**config.mk**
```make
export PLATFORM = sky130hd
export DESIGN_NAME = url_percent_decoder_unit
export DESIGN_NICKNAME = d
export VERILOG_FILES = /design/src/design/upd_pkg.sv /design/src/design/upd_front.sv /design/src/design/upd_queue.sv /design/src/design/upd_back.sv /design/src/design/url_percent_decoder_unit.sv
export SDC_FILE = /design/constraint.sdc
export NUM_CORES = 1
export LEC_CHECK = 0
export ABC_AREA = 0
export BUFFER_PORTS_ARGS = -buffer_cell sky130_fd_sc_hd__buf_2
export CORE_MARGIN = 2
export CORE_UTILIZATION = 62
export DETAILED_ROUTE_END_ITERATION = 10
export GPL_ROUTABILITY_DRIVEN = 0
export PLACE_DENSITY = 0.8
export SETUP_SLACK_MARGIN = 0.3
export SYNTH_ARGS = -nofsm -noshare
export SYNTH_HDL_FRONTEND = slang
export SYNTH_SLANG_ARGS = --single-unit
```
**constraint.sdc**
```tcl
create_clock -name clk -period 8.45 [get_ports clk]
set_clock_uncertainty 0.1 [all_clocks]
set_input_delay 1.2675 -clock clk [delete_from_list [all_inputs] [get_ports clk]]
set_output_delay 1.2675 -clock clk [all_outputs]
set_load 0.03 [all_outputs]
```
**src/design/upd_pkg.sv**
```systemverilog
// ----------------------------------------------------------------------------
// upd_pkg
// Shared types and constants for the URL percent decoder.
// ----------------------------------------------------------------------------
package upd_pkg;

  localparam int unsigned CapWidth    = 13;
  localparam int unsigned LenWidth    = 12;
  localparam int unsigned CharWidth   = 8;
  localparam int unsigned NibWidth    = 4;

  localparam logic [CapWidth-1:0] CapReset = 13'd2048;
  localparam logic [CapWidth-1:0] CapLimit = 13'd4096;

  localparam logic [CharWidth-1:0] ChEnd      = 8'h00;
  localparam logic [CharWidth-1:0] ChQuestion = 8'h3F;
  localparam logic [CharWidth-1:0] ChHash     = 8'h23;
  localparam logic [CharWidth-1:0] ChPercent  = 8'h25;

  typedef enum logic [1:0] {
    KIND_CHAR,
    KIND_END,
    KIND_STOP,
    KIND_PCT
  } kind_t;

  typedef enum logic [1:0] {
    PH_NORMAL,
    PH_HI,
    PH_LO
  } phase_t;

  typedef struct packed {
    kind_t                kind;
    logic                 hex_ok;
    logic [NibWidth-1:0]  nib;
    logic [CharWidth-1:0] ch;
  } tok_t;

endpackage

```
**src/design/upd_front.sv**
```systemverilog
// ----------------------------------------------------------------------------
// upd_front
// Accepts characters, classifies them and holds one token for the queue.
// ----------------------------------------------------------------------------
module upd_front (
  input  logic                      clk,
  input  logic                      rst,
  input  logic                      in_valid,
  output logic                      in_ready,
  input  logic [upd_pkg::CharWidth-1:0] ch,
  output logic                      tok_valid,
  input  logic                      tok_ready,
  output upd_pkg::tok_t             tok
);
  import upd_pkg::*;

  tok_t tok_next;
  logic tok_valid_next;

  always_comb begin
    tok_next.ch     = ch;
    tok_next.hex_ok = 1'b1;
    tok_next.nib    = '0;
    if (ch >= 8'h30 && ch <= 8'h39) begin
      tok_next.nib = NibWidth'(ch - 8'h30);
    end else if (ch >= 8'h61 && ch <= 8'h66) begin
      tok_next.nib = NibWidth'(ch - 8'h57);
    end else if (ch >= 8'h41 && ch <= 8'h46) begin
      tok_next.nib = NibWidth'(ch - 8'h37);
    end else begin
      tok_next.hex_ok = 1'b0;
    end
    if (ch == ChEnd) begin
      tok_next.kind = KIND_END;
    end else if (ch == ChQuestion || ch == ChHash) begin
      tok_next.kind = KIND_STOP;
    end else if (ch == ChPercent) begin
      tok_next.kind = KIND_PCT;
    end else begin
      tok_next.kind = KIND_CHAR;
    end
  end

  assign in_ready = !tok_valid || tok_ready;

  always_comb begin
    tok_valid_next = tok_valid;
    if (in_ready) begin
      tok_valid_next = in_valid;
    end
  end

  always_ff @(posedge clk) begin
    if (rst) begin
      tok_valid <= 1'b0;
    end else begin
      tok_valid <= tok_valid_next;
    end
  end

  always_ff @(posedge clk) begin
    if (in_valid && in_ready) begin
      tok <= tok_next;
    end
  end

endmodule

```
**src/design/upd_queue.sv**
```systemverilog
// ----------------------------------------------------------------------------
// upd_queue
// Two-entry token queue between the front and back parts.
// ----------------------------------------------------------------------------
module upd_queue (
  input  logic          clk,
  input  logic          rst,
  input  logic          push_valid,
  output logic          push_ready,
  input  upd_pkg::tok_t push_tok,
  output logic          pop_valid,
  input  logic          pop_ready,
  output upd_pkg::tok_t pop_tok
);
  import upd_pkg::*;

  tok_t       entries [2];
  logic       wr_ptr;
  logic       rd_ptr;
  logic [1:0] count;
  logic       push;
  logic       pop;

  assign push_ready = (count != 2'd2);
  assign pop_valid  = (count != 2'd0);
  assign pop_tok    = entries[rd_ptr];
  assign push       = push_valid && push_ready;
  assign pop        = pop_valid && pop_ready;

  always_ff @(posedge clk) begin
    if (rst) begin
      wr_ptr <= 1'b0;
      rd_ptr <= 1'b0;
      count  <= 2'd0;
    end else begin
      if (push) begin
        wr_ptr <= !wr_ptr;
      end
      if (pop) begin
        rd_ptr <= !rd_ptr;
      end
      if (push && !pop) begin
        count <= count + 2'd1;
      end else if (pop && !push) begin
        count <= count - 2'd1;
      end
    end
  end

  always_ff @(posedge clk) begin
    if (push) begin
      entries[wr_ptr] <= push_tok;
    end
  end

endmodule

```
**src/design/upd_back.sv**
```systemverilog
// ----------------------------------------------------------------------------
// upd_back
// Applies tokens to the decode state and drives the result register.
// ----------------------------------------------------------------------------
module upd_back (
  input  logic                         clk,
  input  logic                         rst,
  input  logic                         cfg_write_en,
  input  logic [upd_pkg::CapWidth-1:0] cfg_write_data,
  input  logic                         tok_valid,
  output logic                         tok_ready,
  input  upd_pkg::tok_t                tok,
  output logic                         out_valid,
  input  logic                         out_ready,
  output logic                         is_final,
  output logic [upd_pkg::CharWidth-1:0] decoded_byte,
  output logic                         failed,
  output logic [upd_pkg::LenWidth-1:0] out_length
);
  import upd_pkg::*;

  logic [CapWidth-1:0]  capacity;
  phase_t               phase;
  phase_t               phase_next;
  logic [NibWidth-1:0]  high_nibble;
  logic [NibWidth-1:0]  high_nibble_next;
  logic [LenWidth-1:0]  byte_count;
  logic [LenWidth-1:0]  byte_count_next;
  logic                 stopped;
  logic                 stopped_next;
  logic                 error_seen;
  logic                 error_seen_next;

  logic                 take;
  logic                 want_emit;
  logic [CharWidth-1:0] emit_value;
  logic                 set_error;
  logic                 overflow;
  logic                 res_byte;
  logic                 res_final;
  logic [CapWidth-1:0]  cap_eff;
  logic                 out_valid_next;

  assign tok_ready = !out_valid || out_ready;
  assign take      = tok_valid && tok_ready;
  assign cap_eff   = (capacity > CapLimit) ? CapLimit : capacity;
  assign overflow  = ({1'b0, byte_count} + 13'd1) >= cap_eff;

  always_comb begin
    want_emit  = 1'b0;
    set_error  = 1'b0;
    emit_value = tok.ch;
    res_final  = 1'b0;
    if (tok.kind == KIND_END) begin
      res_final = 1'b1;
    end else if (!error_seen && !stopped) begin
      case (phase)
        PH_HI: begin
          set_error = !tok.hex_ok;
        end
        PH_LO: begin
          emit_value = {high_nibble, tok.nib};
          if (!tok.hex_ok || emit_value == '0) begin
            set_error = 1'b1;
          end else begin
            want_emit = 1'b1;
          end
        end
        default: begin
          want_emit = (tok.kind == KIND_CHAR);
        end
      endcase
    end
    res_byte = want_emit && !overflow;
    if (want_emit && overflow) begin
      set_error = 1'b1;
    end
  end

  always_comb begin
    phase_next       = phase;
    high_nibble_next = high_nibble;
    byte_count_next  = byte_count;
    stopped_next     = stopped;
    error_seen_next  = error_seen;
    if (take) begin
      if (res_final) begin
        phase_next       = PH_NORMAL;
        high_nibble_next = '0;
        byte_count_next  = '0;
        stopped_next     = 1'b0;
        error_seen_next  = 1'b0;
      end else if (!error_seen && !stopped) begin
        if (set_error) begin
          error_seen_next = 1'b1;
        end
        if (res_byte) begin
          byte_count_next = byte_count + 12'd1;
        end
        case (phase)
          PH_HI: begin
            if (tok.hex_ok) begin
              high_nibble_next = tok.nib;
              phase_next       = PH_LO;
            end else begin
              phase_next = PH_NORMAL;
            end
          end
          PH_LO: begin
            phase_next = PH_NORMAL;
          end
          default: begin
            phase_next = PH_NORMAL;
            if (tok.kind == KIND_STOP) begin
              stopped_next = 1'b1;
            end else if (tok.kind == KIND_PCT) begin
              phase_next = PH_HI;
            end
          end
        endcase
      end
    end
  end

  always_comb begin
    out_valid_next = out_valid;
    if (tok_ready) begin
      out_valid_next = take && (res_final || res_byte);
    end
  end

  always_ff @(posedge clk) begin
    if (rst) begin
      capacity    <= CapReset;
      phase       <= PH_NORMAL;
      high_nibble <= '0;
      byte_count  <= '0;
      stopped     <= 1'b0;
      error_seen  <= 1'b0;
      out_valid   <= 1'b0;
    end else begin
      if (cfg_write_en) begin
        capacity <= cfg_write_data;
      end
      phase       <= phase_next;
      high_nibble <= high_nibble_next;
      byte_count  <= byte_count_next;
      stopped     <= stopped_next;
      error_seen  <= error_seen_next;
      out_valid   <= out_valid_next;
    end
  end

  always_ff @(posedge clk) begin
    if (take && (res_final || res_byte)) begin
      is_final     <= res_final;
      decoded_byte <= res_final ? '0 : emit_value;
      failed       <= res_final && (error_seen || phase == PH_HI || phase == PH_LO);
      out_length   <= res_final ? byte_count : '0;
    end
  end

endmodule

```
**src/design/url_percent_decoder_unit.sv**
```systemverilog
// ----------------------------------------------------------------------------
// url_percent_decoder_unit
// Percent-decoder for a request target, one character per transfer.
//
// Input channel (in_valid/in_ready, ch): one character per transfer, code 0
// ends the string. Output channel (out_valid/out_ready): one decoded byte per
// ordinary character or valid %XX escape before any ?, # or error, and one
// final status transfer (is_final, failed, out_length) per end character.
// Configuration: cfg_write_en/cfg_write_data set the output capacity.
// The input register loads when the character is accepted, then the queue
// entry, then the result register, where out_valid rises.
// Throughput: one character per cycle while the receiver does not stall,
// set by the state update in the back part.
// Reset: clears the decode state, empties the queue and sets the capacity
// to 2048. When the receiver stalls, the result register holds, the back
// part stops taking tokens, the queue fills and then in_ready drops.
// ----------------------------------------------------------------------------
module url_percent_decoder_unit (
  input  logic                          clk,
  input  logic                          rst,
  input  logic                          cfg_write_en,
  input  logic [upd_pkg::CapWidth-1:0]  cfg_write_data,
  input  logic                          in_valid,
  output logic                          in_ready,
  input  logic [upd_pkg::CharWidth-1:0] ch,
  output logic                          out_valid,
  input  logic                          out_ready,
  output logic                          is_final,
  output logic [upd_pkg::CharWidth-1:0] decoded_byte,
  output logic                          failed,
  output logic [upd_pkg::LenWidth-1:0]  out_length
);
  import upd_pkg::*;

  logic f_valid;
  logic f_ready;
  tok_t f_tok;
  logic q_valid;
  logic q_ready;
  tok_t q_tok;

  upd_front u_front (
    .clk       (clk),
    .rst       (rst),
    .in_valid  (in_valid),
    .in_ready  (in_ready),
    .ch        (ch),
    .tok_valid (f_valid),
    .tok_ready (f_ready),
    .tok       (f_tok)
  );

  upd_queue u_queue (
    .clk        (clk),
    .rst        (rst),
    .push_valid (f_valid),
    .push_ready (f_ready),
    .push_tok   (f_tok),
    .pop_valid  (q_valid),
    .pop_ready  (q_ready),
    .pop_tok    (q_tok)
  );

  upd_back u_back (
    .clk            (clk),
    .rst            (rst),
    .cfg_write_en   (cfg_write_en),
    .cfg_write_data (cfg_write_data),
    .tok_valid      (q_valid),
    .tok_ready      (q_ready),
    .tok            (q_tok),
    .out_valid      (out_valid),
    .out_ready      (out_ready),
    .is_final       (is_final),
    .decoded_byte   (decoded_byte),
    .failed         (failed),
    .out_length     (out_length)
  );

endmodule
```
==> metrics, run 1 <==
clk buf depth=2; ys async rst share=0%; # diodes=0; max-slew violations=0; share of cells above drive strength 1=around 15%; P&R area growth vs syn=9.40%; mux cell area share after synthesis=between 5 and 6%; type of the worst setup path=reg2reg; Seq/Total Area, Yosys=57.9%; CP Launch Type=register; CTS resizes=0; syn_nets=~470; slowest CP cell=dfxtp_1; largest net degree at the start of global routing=42; fin crit share=between 40 and 50%; final setup fails=0; Final ANT Viol Nets=0; post-synth top area share=slightly above 40%; Static Leak=2.06 nW; final instance area=5320 µm²; adder-cell share of the synthesized area=slightly below 6%; global route overflow=0; Synth Area in Compound Gates=10.3%; post-synthesis simple-gate area fraction=between 15 and 20%; routed vias=roughly 3200; RSZ-0062 raised after global routing=no; # placed instances=roughly 560; Peak VDD IR=0.128 mV; Core ar.=between 7000 and 8000 µm²; clk root buf=clkbuf_8; CP top delay family=simple AND/OR/NAND/NOR gates; R2R Setup Slk=4400 ps; Largest stage delay, worst path=850 ps; vias in the first global route=2824; CP Data Arrival Time=about 3900 ps; clk slew on worst S/H paths=90 ps; Synth Flop Type=edfxtp_1; Starting Density=between 60% and 70%; Final HPWL DP=between 5000 and 6000 µm; die area=about 8600 µm²; critical path required time=around 8300 ps; Gate Count Post-Synth=425; routed wire length=7910 µm; drt pass-1 iters=4; EDFF count, synth=67; relative slew slack=between 20% and 30%; Final Non-Filler Cells=roughly 580; H-Tree Depth=3; setup tns final=0 ps; CP cell instances=mux2i_1 > inv_1 > ha_1 > or3_1 > nor2_1 > o2111ai_4 > nand2_1; chip width=92.5 µm; wire per inst=around 14 µm; IO buf count=around 50; fmax=roughly 250 MHz; I/O Pins=50; CTS tree=done; first-pass GRT wire length=~13000 µm; Synth area leaders=edfxtp_1 41%, dfxtp_1 16%, ha_1 5.9%; worst-margin pin slew=~1100 ps; status=completed; initial antenna violation count=0; power per cell area=240 nW/µm²; Min-Delay Path Class=reg2reg; XOR/XNOR share of the synthesized area=under 10%; Power Total=between 0.001 and 0.0015 W; latest clock arrival within the worst-skew pair=~370 ps; setup repair bufs after CTS=0; Max-Cap Viols=0; Distinct cells, synth=48; placed inst area=~5100 µm²; Nets=between 500 and 600; nature of the critical path endpoint=register; Worst Path Buf+Inv=1; Mapped Area=about 4900 µm²; Die H=around 93 µm; count of state elements after synthesis=107; Min Clock Period, post-route=~4100 ps; Hold Buf Count CTS=0; number of buffers created by CTS=9; largest family of logic cells by synthesized area=simple AND/OR/NAND/NOR gates; fin util=69.5%; CTS Sinks=around 110; final hold viol count=0; DRT iter0 DRCs=around 190; vias per inst=around 5.6; DRC viols=0; row count=32; leading area contributor after synthesis=edfxtp_1; gr usage total=roughly a fifth; CP max FO=29; Synth Area per Inst=between 10 and 15 µm²; YS warnings=0; filler cell count=roughly 590
-- where the power goes --
group	switching [W]	internal, W	leakage (nW)
Clock	0.000165	0.000111	0.0827
Sequential	0.0000396	0.000638	0.960
Combinational	0.000214	0.000111	1.02
Total	0.000419	0.000859	2.06
-- registers in the layout, summed over array words and instances (netlist names), 2 cells and up, named ones only --
signal,cells
u_front.tok,15
u_back.high_nibble,4
u_back.phase,2
u_back.out_length,12
u_queue.entries,30
u_back.capacity,13
u_back.byte_count,12
u_queue.count,2
u_back.decoded_byte,8
-- path summary, 6_finish.rpt --
kind,startpoint,end,cells past startpoint
worst max-delay path,register,u_back.decoded_byte[4]$_SDFFCE_PP0P_,7
worst min-delay path,u_front.tok[2]$_DFFE_PP_,u_queue.entries[0][2]$_DFFE_PP_,0
worst max register to register,register,u_back.decoded_byte[4]$_SDFFCE_PP0P_,7
worst min register to register,u_front.tok[2]$_DFFE_PP_,u_queue.entries[0][2]$_DFFE_PP_,0
-- Yosys cell counts (all sizes together) (11+ instances only) --
cell type,count
nor2,47
dfxtp,40
nand2b,14
o21ai,12
mux2i,22
ha,23
a21oi,23
nand2,40
nand3,18
edfxtp,67
inv,11
clkbuf,13
and2,13
-- logic make-up (layout without fill, tap and decap cells) --
logic type	Yosys count	count (layout)
mux	27	27
buf+inv	28	76
simple gates	158	158
flops	107	107
compound gates	72	72
fa+ha+maj	23	23
xor+xnor	10	10
-- layout by cell type (no fill, tap or decap), types with 3 or more instances in the layout --
master	netlist	layout
nor2b_1	4	4
and3_1	5	5
clkbuf_1	13	3
clkbuf_8	0	9
o21ai_0	12	12
a22oi_1	4	4
nand3_1	18	18
a31oi_1	5	5
a21oi_1	22	22
mux2i_1	22	22
o21a_1	3	3
xor2_1	5	5
xnor2_1	5	5
mux2_2	4	4
inv_1	11	11
nand2b_1	14	14
ha_1	23	23
edfxtp_1	67	67
dfxtp_1	40	40
a211oi_1	8	8
buf_2	1	49
nor2_1	47	47
a21o_1	5	5
or3_1	3	3
nand2_1	40	40
and2_1	13	13
-- final cells by class --
class / instances / area, µm² / area share, %
repair buffers: 49 / 245 / 4.61
inverters: 11 / 41.3 / 0.777
clock buffers: 12 / 135 / 2.54
flip-flops and latches: 107 / 2810 / 52.9
multi-input cells: 290 / 1920 / 36.1
well taps: 102 / 128 / 2.40
clock inverters: 4 / 36.3 / 0.683
-- stage by stage --
stage	hold WS [ps]	setup WS [ps]
after floorplan	321	5000
after global placement	325	4560
after detailed placement	334	4380
after CTS	356	4380
after global routing	376	4020
final	353	4400
-- routing by layer --
layer	share of wire, %	vias up	track usage, %	wire length (µm)
met5	0	-	0	0
met4	1.3	0	6.59	106
met3	4.6	11	3.74	365
met2	44	70	28.9	3520
met1	50	1498	28.5	3920
li1	-	1617	-	-
(Power assumes the default switching activity.)
==> run 2: changes to the inputs <==
Settings changed: ABC_AREA 0 to 1, CORE_UTILIZATION 62 to 59, PLACE_DENSITY 0.8 to 0.77.
Clock period 8.45 ns to 4.2 ns, I/O delays scaled along.
==> metrics, run 2 <==
status=completed; CTS resizes=0 (unchanged); # diodes=0 (unchanged); first-pass GRT wire length=15600 µm (+19%); I/O Pins=50 (unchanged); Switching Share=37.7% (+5.0 points); Int Power=0.00191 W (+120%); Core ar.=8260 µm² (+8.0%); cell mode on critical path=ha_1; Final HPWL DP=7070 µm (+22%); global route overflow=0 (unchanged); Post-synth top cells=110 x nand2_1, 67 x edfxtp_1, 67 x inv_1, 48 x nor2_1, 40 x dfxtp_1; Nets=633 (+22%); nature of the critical path endpoint=register; EDFF count, synth=67 (unchanged); gr usage total=21.8% (+2.4 points); CP max FO=28 (-3.4%); Starting Density=61.0% (-2.6 points); Synth Flop Type=edfxtp_1; H-Tree Depth=3 (unchanged); setup repair bufs after CTS=0 (unchanged); most common cell after layout, fill and taps aside=nand2_1; relative slew slack=19.5% (-3.6 points); type of the worst setup path=reg2reg; max-slew violations=0 (unchanged); Reg power frac=46.2% (-6.8 points); Worst Path Buf+Inv=0 (-1); leading area contributor after synthesis=edfxtp_1; clk slew on worst S/H paths=100 ps (about the same); YS warnings=0 (unchanged); fin crit share=83.4% (+35 points); clk root buf=clkbuf_8; routed vias=3772 (+18%); Final ANT Viol Nets=0 (unchanged); CP Data Arrival Time=3410 ps (-530 ps); Gate Count Post-Synth=536 (+26%); Min-Delay Path Class=reg2reg; Synth area leaders=edfxtp_1 40%, dfxtp_1 16%, nand2_1 8.2%; Power Total=0.00307 W (+140%); Distinct cells, synth=39 (-19%); CP top delay family=simple AND/OR/NAND/NOR gates; clock power share=20.1% (-1.5 points); Peak VDD IR=0.339 mV (+170%); setup tns final=0 ps (unchanged); pre-CTS setup slack=721 ps (-3660 ps); share of cells above drive strength 1=16.2% (+0.72 points); wire per inst=13.8 µm (about the same); Biggest register=u_queue.entries; most frequent cells in the layout=110 x nand2_1, 67 x inv_1, 67 x edfxtp_1; sw power=0.00116 W (+180%); CTS tree=done; Min Clock Period, post-route=3500 ps (-550 ps); DRC viols=0 (unchanged); latest clock arrival within the worst-skew pair=370 ps (about the same); slowest CP cell=o21bai_4; DRT iter0 DRCs=262 (+36%); final setup fails=0 (unchanged); largest net degree at the start of global routing=29 (-31%); Static Leak=2.39 nW (+16%); top flop regs=u_queue.entries x30, u_front.tok x15, u_back.capacity x13; Max-Cap Viols=0 (unchanged); P&R area growth vs syn=10.3%; setup ws final=696 ps (-3700 ps); syn_nets=585 (+23%); post-synth top area share=40.0% (-1.4 points); fmax=285 MHz (+16%); Hold Buf Count CTS=0 (unchanged); power per cell area=554 nW/µm² (+130%); Synth Area per Inst=9.39 µm² (-18%); chip width=96.4 µm (+4.1%); most numerous cell in the Yosys netlist=nand2_1; IO buf count=49 (unchanged); CP cell instances=ha_1 > nand2_1 > nor3_2 > nand4_1 > and2_1 > ha_1 > a21oi_1 > o21ai_1 > nor2_2 > nand4_4 > o21bai_4; Largest stage delay, worst path=660 ps (-190 ps); drt pass-1 iters=5 (+1); Die H=96.4 µm (+4.1%); clk buf depth=2 (unchanged); initial antenna violation count=0 (unchanged); routed wire length=9550 µm (+21%); die area=9290 µm² (+8.5%); worst-margin pin slew=1200 ps (+53.8 ps); vias in the first global route=3368 (+19%); CTS Sinks=107 (unchanged); Seq/Total Area, Yosys=55.9% (-2.0 points); Comb power frac=33.7% (+8.3 points); CP Launch Type=register; number of buffers created by CTS=9 (unchanged); Mapped Area=5030 µm² (+3.6%); Largest register FFs=30 (unchanged); final hold viol count=0 (unchanged); vias per inst=5.44 (-2.1%); count of state elements after synthesis=107 (unchanged); ys async rst share=0% (unchanged); row count=33 (+3.1%); filler cell count=683 (+16%); critical path required time=4100 ps (-4240 ps); RSZ-0062 raised after global routing=no
[run 2: changes by cell type in the layout (fill, tap and decap cells not counted), sizes merged, moves of 6 or more]
cell / before / now
a21oi: 23 / 35
o21ai: 12 / 36
and2: 13 / 1
nand3: 18 / 28
nand2b: 14 / 0
mux2i: 22 / 0
nor2: 47 / 54
a211oi: 9 / 1
nand2: 40 / 118
inv: 12 / 76
nand4: 2 / 10
nor3: 2 / 8
[run 2: metal layers]
layer | routed length, µm | GRT usage (%) | share of wire, %
met5 | 0 | 0 | 0
met4 | 212 | 8.69 | 2.2
met3 | 551 | 3.41 | 5.8
met2 | 4410 | 33.4 | 46
met1 | 4370 | 31.2 | 46
[run 2: worst register-to-register path: cells and delay by family, from the launching register on]
family | cells | cell delay [ps]
compound gates | 3 | 890
simple gates | 6 | 1100
fa+ha+maj | 2 | 580
flops | 1 | 480
[run 2: through the flow]
stage / util, % / hold slack (ps) / cells / instance area (µm²)
after CTS: 67.2 / 360 / 693 / 5550
after detailed placement: 64.9 / 338 / 678 / 5360
after global placement: 64.9 / 325 / 678 / 5360
after floorplan: - / 321 / 536 / 5030
final: 67.2 / 360 / 693 / 5550
after global routing: 67.2 / 370 / 693 / 5550
[run 2: logic make-up (layout without fill, tap and decap cells)]
group           Yosys count  in the layout  synth area share [%]
simple gates            223            223                  20.2
xor+xnor                  9              9                  1.57
compound gates           87             87                  9.89
fa+ha+maj                23             23                  5.72
buf+inv                  87            139                  6.81
flops                   107            107                  55.9
[run 2: path summary, 6_finish.rpt]
kind                                          start                             endpoint  slack [ps]  cells after the start
setup / recovery  u_back.byte_count[0]$_SDFFE_PP0P_  u_back.out_length[11]$_SDFFCE_PN0P_         700                     11
hold reg to reg         u_queue.rd_ptr$_SDFFE_PP0P_                             register         360                      1
setup reg to reg  u_back.byte_count[0]$_SDFFE_PP0P_  u_back.out_length[11]$_SDFFCE_PN0P_         700                     11
hold / removal          u_queue.rd_ptr$_SDFFE_PP0P_                             register         360                      1
[run 2: power by group through the flow]
stage / Sequential, W / Combinational (W) / Clock, W
4_1_cts: 0.00142 / 0.00104 / 0.000625
6_report: 0.00142 / 0.00104 / 0.000617
3_3_place_gp: 0.00144 / 0.00100 / 0
5_1_grt: 0.00144 / 0.00114 / 0.000660
2_1_floorplan: 0.00164 / 0.000585 / 0
3_5_place_dp: 0.00145 / 0.00104 / 0
[run 2: cell type report]
type                            instances  area (µm²)  area share [%]
Sequential cell                       107        2810            50.7
Tap cell                              105         131            2.37
Clock inverter                          5        61.3            1.10
Clock buffer                           10         128            2.30
Inverter                               73         279            5.03
Timing Repair Buffer                   51         260            4.69
Multi-Input combinational cell        342        1880            33.9
